<file path="src/rtl/strm_pkg.sv">
// Shared constants, types and helper functions for the sparse table range-minimum block.
// Depends on nothing; every other file imports it.
package strm_pkg;

  // Array capacity and element width.
  localparam int MAX_LEN     = 1024;
  localparam int VALUE_WIDTH = 32;

  // Derived sizes.
  localparam int IDX_W     = $clog2(MAX_LEN);
  localparam int CNT_W     = $clog2(MAX_LEN + 1);
  localparam int LEVELS    = $clog2(MAX_LEN) + 1;
  localparam int LVL_W     = $clog2(LEVELS + 1);
  localparam int TBL_DEPTH = MAX_LEN * LEVELS;
  localparam int TBL_AW    = $clog2(TBL_DEPTH);
  localparam int QUEUE_DEPTH = 2;
  localparam int QCNT_W    = $clog2(QUEUE_DEPTH + 1);
  localparam int QPTR_W    = $clog2(QUEUE_DEPTH);

  // Status codes.
  localparam logic [1:0] STATUS_OK       = 2'd0;
  localparam logic [1:0] STATUS_NO_TABLE = 2'd1;
  localparam logic [1:0] STATUS_RANGE    = 2'd2;

  // Operation class decided at the front.
  typedef enum logic [1:0] {
    OP_LOAD,
    OP_LOAD_LAST,
    OP_QUERY
  } op_t;

  // One queued command.
  typedef struct packed {
    op_t                     op;
    logic [VALUE_WIDTH-1:0]  value;
    logic [IDX_W-1:0]        left;
    logic [IDX_W-1:0]        right;
  } cmd_t;

  // Execution states of the back end.
  typedef enum logic [2:0] {
    ST_IDLE,
    ST_INIT,
    ST_LEVEL,
    ST_RD_A,
    ST_RD_B,
    ST_VAL_A,
    ST_VAL_B
  } state_t;

  // Floor of log2 for a nonzero range length.
  function automatic logic [LVL_W-1:0] floor_log2(input logic [CNT_W-1:0] n);
    logic [LVL_W-1:0] k;
    k = '0;
    for (int b = 0; b < CNT_W; b++) begin
      if (n[b]) k = LVL_W'(b);
    end
    return k;
  endfunction

endpackage

</file>
<file path="src/rtl/strm_front.sv">
// Front end: accepts commands, classifies them and holds them in a short queue.
// Depends on strm_pkg.
module strm_front (
  input  logic                            clk,
  input  logic                            rst,
  input  logic                            start,
  output logic                            busy,
  input  logic                            kind,
  input  logic [strm_pkg::VALUE_WIDTH-1:0] value,
  input  logic                            last_element,
  input  logic [strm_pkg::IDX_W-1:0]      left,
  input  logic [strm_pkg::IDX_W-1:0]      right,
  output logic                            cmd_valid,
  output strm_pkg::cmd_t                  cmd,
  input  logic                            cmd_pop
);
  import strm_pkg::*;

  cmd_t              entries [QUEUE_DEPTH];
  logic [QPTR_W-1:0] wr_ptr;
  logic [QPTR_W-1:0] rd_ptr;
  logic [QCNT_W-1:0] fill;
  cmd_t              incoming;
  logic              push;
  logic              pop;

  // Classify the incoming item.
  always_comb begin
    incoming.value = value;
    incoming.left  = left;
    incoming.right = right;
    if (kind) incoming.op = OP_QUERY;
    else if (last_element) incoming.op = OP_LOAD_LAST;
    else incoming.op = OP_LOAD;
  end

  assign busy      = (fill == QCNT_W'(QUEUE_DEPTH));
  assign push      = start && !busy;
  assign cmd_valid = (fill != '0);
  assign pop       = cmd_pop && cmd_valid;
  assign cmd       = entries[rd_ptr];

  // Queue storage.
  always_ff @(posedge clk) begin
    if (push) entries[wr_ptr] <= incoming;
  end

  // Queue pointers and fill level.
  always_ff @(posedge clk) begin
    if (rst) begin
      wr_ptr <= '0;
      rd_ptr <= '0;
      fill   <= '0;
    end else begin
      if (push) wr_ptr <= (wr_ptr == QPTR_W'(QUEUE_DEPTH - 1)) ? '0 : wr_ptr + 1'b1;
      if (pop) rd_ptr <= (rd_ptr == QPTR_W'(QUEUE_DEPTH - 1)) ? '0 : rd_ptr + 1'b1;
      if (push && !pop) fill <= fill + 1'b1;
      else if (pop && !push) fill <= fill - 1'b1;
    end
  end

endmodule

</file>
<file path="config.mk">
export PLATFORM = sky130hd
export DESIGN_NAME = strm_front
export DESIGN_NICKNAME = d
export VERILOG_FILES = /design/src/rtl/strm_pkg.sv /design/src/rtl/strm_front.sv
export SDC_FILE = /design/constraint.sdc
export NUM_CORES = 1
export LEC_CHECK = 0
export BUFFER_PORTS_ARGS = -buffer_cell sky130_fd_sc_hd__buf_2
export CAP_MARGIN = 20
export CELL_PAD_IN_SITES_DETAIL_PLACEMENT = 0
export CELL_PAD_IN_SITES_GLOBAL_PLACEMENT = 2
export CORE_ASPECT_RATIO = 0.8
export CORE_MARGIN = 10
export CORE_UTILIZATION = 25
export DETAILED_ROUTE_END_ITERATION = 10
export PLACE_DENSITY_LB_ADDON = 0.1
export SETUP_SLACK_MARGIN = 0.3
export SYNTH_ARGS = -nofsm -noshare
export SYNTH_HDL_FRONTEND = slang
export SYNTH_SLANG_ARGS = --single-unit
</file>
<file path="constraint.sdc">
create_clock -name clk -period 6.2 [get_ports clk]
set_clock_uncertainty 0.1 [all_clocks]
set_input_delay 1.24 -clock clk [delete_from_list [all_inputs] [get_ports clk]]
set_output_delay 1.24 -clock clk [all_outputs]
set_load 0.02 [all_outputs]
</file>
Yosys cells after proc, flatten, opt, wreduce, memory -nomap -nowiden

Memory sizes are Yosys's and may differ from the RTL's. A register that Yosys moved wholly into a read port is not among the register bits.
Index checks and enable logic that the tools add are counted.

Muxes and demuxes: 10
$add $sub $neg: 4
Reduce and logical (&&, ||, !) cells: 9
Equality and inequality tests: 1

Operator list:

| operator                                         | count |
|---|---|
| two-way mux 1 bit                                | 7 |
| two-way mux 2 bit                                | 3 |
| logical AND 1 bit                                | 4 |
| nonzero test 2 bit                               | 2 |
| zero test 1 bit                                  | 3 |
| adder 1 bit, second input constant               | 2 |
| adder 2 x 1 -> 2 bit, second input constant      | 1 |
| == test 2 bit, second input constant             | 1 |
| subtractor 2 x 1 -> 2 bit, second input constant | 1 |

Input port bits: 58
Memories kept: 1
RAM bits: 108
Bits in registers: 4
Output and inout bits: 56

Memories:

| memory  | depth | width | read ports | clocked after memory_dff | write ports | RTL line         | source |
|---|---|---|---|---|---|---|---|
| entries | 2     | 54    | 1          | 1                        | 1           | strm_front.sv:19 | `cmd_t entries [QUEUE_DEPTH];` |

Longest topological paths before layout

Gate-level depths: netlist (run 1).

Depth in word-level cells: 7
Depth in mapped cells: 6
Depth with buffers taken out: 6

Least setup slack after synthesis (run 1)

Ideal clock, no wire load.

Kind: input port to flip-flop
Start: input port start
End: memory entries[1][0] in the netlist's numbering, enable pin
Buffers on the path: 0
Stages: 3
Data arrival time: 2.712 ns
Setup slack: 2.971 ns
Data required time: 5.683 ns
Setup time: 0.417 ns
Path through: inv_1 -> nor2_1 -> and2_1

Longest elaborated chain between the ends: 3

Ends and longest elaborated chain:

| what                                    | RTL line         | source |
|---|---|---|
| from (decl)                             | strm_front.sv:6  | `input logic start,` |
| logical AND 1 bit                       | strm_front.sv:38 | `assign push = start && !busy;` |
| net push                                | strm_front.sv:24 | `logic push;` |
| two-way mux 1 bit                       | strm_front.sv:45 | `if (push) entries[wr_ptr] <= incoming;` |
| two-way mux 1 bit (implied by the code) | strm_front.sv:45 |  |
| to (decl)                               | strm_front.sv:19 |  |

The timed path passes the listed nets, and every way through them passes these cells.

==> results of run 1 <==
## metrics by stage
step                      hold WS (ns)  area [um2]
after floorplan                 0.3516        4108
after global placement          0.3787        4937
after detailed placement        0.3859        4937
after CTS                       0.3922        5400
after global routing            0.4142        5400
final                           0.3888        5400
## worst paths after layout
| path | to | from | slack, ns |
|---|---|---|---|
| max reg2reg | entries[0][32]$_DFFE_PP_ | fill[1]$_SDFFE_PP0P_ | 3.92 |
| min | wr_ptr$_SDFFE_PP0P_ | wr_ptr$_SDFFE_PP0P_ | 0.39 |
| max | cmd[46] | register | 2.69 |
| min reg2reg | wr_ptr$_SDFFE_PP0P_ | wr_ptr$_SDFFE_PP0P_ | 0.39 |
## logic make-up after synthesis
group | synth area share [%]
muxes | 14.80
and+or+nand+nor | 1.340
DFF | 81.39
xor gates and xnor gates | 0.6398
buffers and inverters | 0.9139
adders and majority gates | 0.3046
AOI/OAI and AO/OA | 0.6091
## power groups by stage
stage                     sequential (W)  combinational (W)  clock (W)
after floorplan                 0.000998           0.000428          0
after global placement           0.00102           0.000640          0
after detailed placement         0.00102           0.000637          0
after CTS                        0.00100           0.000641   0.000805
after global routing             0.00101           0.000671   0.000845
final                            0.00100           0.000617   0.000776
## critical path: stages (launching register included)
cell and delay, ns:
dfxtp_2 0.59, buf_4 0.57, mux2_2 0.43, buf_2 0.17
## final cells by class
class | count | area (um2) | share of cell area [%]
inverters | 2 | 7.507 | 0.1390
clock buffers | 22 | 444.2 | 8.225
multi-input cells | 73 | 728.2 | 13.48
clock inverters | 5 | 18.77 | 0.3475
well taps | 215 | 269.0 | 4.981
flip-flops and latches | 113 | 3344 | 61.93
repair buffers | 116 | 588.1 | 10.89
## layer usage
metal | global-route usage (%) | vias to the layer above | part of all wire (%)
li1 | - | 1014 | -
met1 | 10.70 | 1060 | 45
met2 | 12.18 | 87 | 44
met3 | 5.194 | 7 | 9.3
met4 | 3.000 | 0 | 0.79
met5 | 0 | - | 0
## sequential cells by signal, indices dropped and copies added (netlist names), named ones only
name / flops
wr_ptr: 1
entries: 108
fill: 2
rd_ptr: 1
## placed cells by master (no fill, tap or decap)
cell       count
buf_2        113
edfxtp_1     108
mux2_2        54
clkbuf_16     17
clkinv_1       5
clkbuf_1       5
nor2_1         4
dfxtp_1        4
o21ai_0        3
xor2_1         3
buf_4          3
or3_1          2
a21oi_1        2
inv_1          1
nor2b_2        1
nor2b_1        1
or2_2          1
and2_2         1
inv_2          1
ha_1           1
dfxtp_2        1
==> reports/metrics.yaml, run 1 <==
nets: 382
setup-violations-final: 0
required_ns: 4.86
synth_commonest_cells: "edfxtp_1, mux2_2, buf_2"
synth_most_common_cell: "edfxtp_1"
p_switching_w: 0.0007052
synth_edf_count: 108
drc: 0
grt_pass1_vias: 2472
clockBufferDepth: 2
worstSetupStartpointType: "register"
gp_congestion: 0.6628
drive_gt1_share_pct: 58.01
dieArea_mm2: 0.02199
vias: 2168
reg2reg_depth: 4
ctsResizeCount: 0
synth_area_mm2: 0.004108
cellPowerDensity_mw_per_mm2: 443.5
synth_top_flop_cell: "edfxtp_1"
async_flop_share_pct: 0
worst_slew_pin_slew_ns: 0.5688
synth_cell_type_count: 15
endpoint_kind: "output port"
hold_path_class: "reg2reg"
wl_um: 9391
cts_tree: "done"
areaGrowthSynthToFinish_pct: 31.47
p_leak_nw: 1.996
yosysTopAreaCell: "edfxtp_1"
ys_ff_latch: 113
period_share_pct: 56.53
htree_levels: 4
die_width_um: 163.3
cts_hold_buf: 0
power.share.switching_pct: 29.45
clkLatencyLatePin_ns: 0.40
crit_fanout: 39
maxCapViolations: 0
cts_root_buf: "clkbuf_16"
tns_ns: 0
ys_top_cells_by_area: "edfxtp_1, mux2_2, dfxtp_1"
dp_cells: 519
final_hold_viol_count: 0
final_core_util_pct: 33.85
via_per_inst: 3.971
ant_nets: 0
die_h_um: 134.7
fillers: 1576
yosys_warnings: 0
cts_buffers: 17
p_seq_share_pct: 41.8
peakVddDrop_uv: 174.2
setup_ws_ns: 2.695
first_pass_iters: 4
synth_top_area_share_pct: 78.95
synth_seq_area_share_pct: 81.39
syn_avg_cell_area_um2: 21.17
place_ws_ns: 2.946
finalCriticalPeriod_ns: 3.505
power_w: 0.002395
arrival_ns: 2.17
start_util_pct: 25.75
drv_slew: 0
cts.sinks: 113
fmax_mhz: 285.3
grt_pass1_wl_um: 13940
avgRoutedWirePerCell_um: 17.20
antenna_found_initial: 0
io_pins: 114
cts_setup_buffers: 0
relSlewSlack_pct: 62.08
io_buffers: 113
antenna_cells: 0
drtIter0Drc: 106
rsz0062_at_grt: "no"
overflow: 0
post-dp-hpwl_um: 6333
status: "completed"
grt_use_total_pct: 8.672
num_rows: 41
clk_pin_slew_ns: 0.05
core_area_mm2: 0.01595
syn_inst: 194
clockPowerShare_pct: 32.4
synth_nets: 253
crit_type: "reg2out"
p_int_w: 0.001690
grt_max_degree: 40
whs_path_depth: 2
power_frac_comb_pct: 25.8
finalNonFillerCells: 546
No activity file was read; power rests on OpenSTA's default activity.
==> run 2, diff against run 1 <==
==> constraint.sdc (replaced) <==
create_clock -name clk -period 3.48 [get_ports clk]
set_clock_uncertainty 0.1 [all_clocks]
set_input_delay 0.696 -clock clk [delete_from_list [all_inputs] [get_ports clk]]
set_output_delay 0.696 -clock clk [all_outputs]
set_load 0.02 [all_outputs]
==> reports/metrics.yaml, run 2 (synthesis gave the netlist of run 1 again) <==
io_pins: 114  # unchanged
tns_ns: 0  # unchanged
fillers: 1535  # -2.6%
worstSetupEndpoint: "cmd[46]"
grt_max_degree: 28  # -30%
via_per_inst: 3.993  # +0.56%
core_area_mm2: 0.01595  # unchanged
final_hold_viol_count: 0  # unchanged
setup-violations-final: 0  # unchanged
nets: 385  # +0.79%
drive_gt1_share_pct: 60.18  # +2.2 points
largest_reg_flops: 108  # unchanged
antenna_found_initial: 2  # +2
post-dp-hpwl_um: 6726  # +6.2%
clockBufferDepth: 2  # unchanged
clk_pin_slew_ns: 0.05  # about the same
worstPathCellList: "buf_12, mux2_2, buf_2"
final_cell_mix: "buf_2, edfxtp_1, mux2_2"
cts_buffers: 17  # unchanged
reg2reg_depth: 4  # unchanged
crit_type: "reg2out"
cts_hold_buf: 0  # unchanged
cts_tree: "done"
htree_levels: 4  # unchanged
relSlewSlack_pct: 51.99  # -10 points
worstSetupStartpointType: "register"
avgRoutedWirePerCell_um: 17.62  # +2.4%
drc: 0  # unchanged
grt_pass1_vias: 2471  # -0.040%
io_buffers: 113  # unchanged
areaGrowthSynthToFinish_pct: 35.79
grt_use_total_pct: 9.162  # +0.49 points
vias: 2216  # +2.2%
cts_root_buf: "clkbuf_16"
first_pass_iters: 4  # unchanged
peakVddDrop_uv: 343.2  # +97%
regMostFlops: "entries"
clkLatencyLatePin_ns: 0.41  # about the same
die_width_um: 163.3  # unchanged
grt_pass1_wl_um: 14760  # +5.8%
rsz0062_at_grt: "no"
worst_slew_pin_slew_ns: 0.7202  # +0.1514 ns
maxCapViolations: 0  # unchanged
drtIter0Drc: 111  # +4.7%
start_util_pct: 25.75  # unchanged
p_leak_nw: 2.085  # +4.4%
overflow: 0  # unchanged
cp_slowest_stage_delay_ns: 0.79  # +0.20 ns
final_common_cell: "buf_2"
cts.sinks: 113  # unchanged
cellPowerDensity_mw_per_mm2: 825.0  # +86%
cts_setup_buffers: 0  # unchanged
final_core_util_pct: 34.96  # +1.1 points
num_rows: 41  # unchanged
status: "completed"
arrival_ns: 2.03  # -0.14 ns
r2r-start: "fill[1]$_SDFFE_PP0P_"
endpoint_kind: "output port"
required_ns: 2.68  # -2.18 ns
wl_um: 9778  # +4.1%
dieArea_mm2: 0.02199  # unchanged
fmax_mhz: 354.2
hold_path_class: "in2reg"
cp_slowest_cell: "dfxtp_2"
ant_nets: 0  # unchanged
crit_fanout: 26  # -33%
gp_congestion: 0.6779  # +2.3%
die_h_um: 134.7  # unchanged
drv_slew: 0  # unchanged
r2r-end: "entries[0][12]$_DFFE_PP_"
ctsResizeCount: 0  # unchanged
period_share_pct: 81.13
r2r_setup_slack_ns: 1.41  # -2.51 ns
finalCriticalPeriod_ns: 2.823
reg.largest.list: "entries: 108 flops, fill: 2 flops"
## run 2: changes by cell type in the layout (fill, tap and decap cells not counted)
cell / previous run / this run
clkbuf_8: 0 / 4
clkinv_1: 5 / 1
buf_12: 0 / 3
clkinv_2: 0 / 3
bufinv_16: 0 / 2
diode_2: 0 / 1
## run 2: worst max-delay path: cells and delay by family (launching register included)
kind	cells	cell delay [ns]
DFF	1	0.79
buffers and inverters	2	0.44
muxes	1	0.37
## run 2: area by class of cell
| type | instances | area (um2) | area share [%] |
|---|---|---|---|
| clock buffers | 26 | 499.2 | 8.950 |
| clock inverters | 6 | 78.83 | 1.413 |
| repair buffers | 119 | 648.1 | 11.62 |
| multi-input cells | 73 | 728.2 | 13.06 |
| diodes | 1 | 2.502 | 0.04486 |
| inverters | 2 | 7.507 | 0.1346 |
| well taps | 215 | 269.0 | 4.823 |
| flip-flops and latches | 113 | 3344 | 59.96 |
## run 2: how the worst min path moves through the flow
stage	startpoint	to	slack, ns	cells past startpoint
2_1_floorplan	wr_ptr$_SDFFE_PP0P_	wr_ptr$_SDFFE_PP0P_	0.35	2
3_3_place_gp	wr_ptr$_SDFFE_PP0P_	wr_ptr$_SDFFE_PP0P_	0.37	2
3_5_place_dp	wr_ptr$_SDFFE_PP0P_	wr_ptr$_SDFFE_PP0P_	0.38	2
4_1_cts	right[5]	entries[0][5]$_DFFE_PP_	0.35	1
5_1_grt	right[3]	entries[1][3]$_DFFE_PP_	0.35	1
6_report	value[18]	entries[0][38]$_DFFE_PP_	0.37	1
## run 2: stage by stage
stage / cells / worst slack, ns / hold WS (ns) / cell area [um2] / total power (W)
after floorplan: 194 / 0.7950 / 0.3516 / 4108 / 0.002542
after global placement: 522 / 1.021 / 0.3731 / 4997 / 0.003002
after detailed placement: 522 / 1.013 / 0.3840 / 4997 / 0.002997
after CTS: 554 / 0.5487 / 0.3514 / 5575 / 0.004699
after global routing: 554 / 0.5251 / 0.3492 / 5575 / 0.004834
final: 555 / 0.6567 / 0.3710 / 5578 / 0.004601
## run 2: layer usage
metal / share of wire [%] / vias up / wire length [um] / GRT usage, %
li1: - / 1025 / - / -
met1: 45 / 1090 / 4430 / 10.98
met2: 42 / 85 / 4148 / 12.41
met3: 11 / 14 / 1036 / 5.923
met4: 1.6 / 2 / 153 / 4.350
met5: 0.082 / - / 8 / 0
## run 2: power by group
group,total [W],switching (W),leakage [nW],internal [W]
clock network,0.00167,0.000554,0.286,0.00112
logic,0.00112,0.000663,0.748,0.000459
registers,0.00180,0.0000914,1.05,0.00171
total,0.00460,0.00131,2.08,0.00329
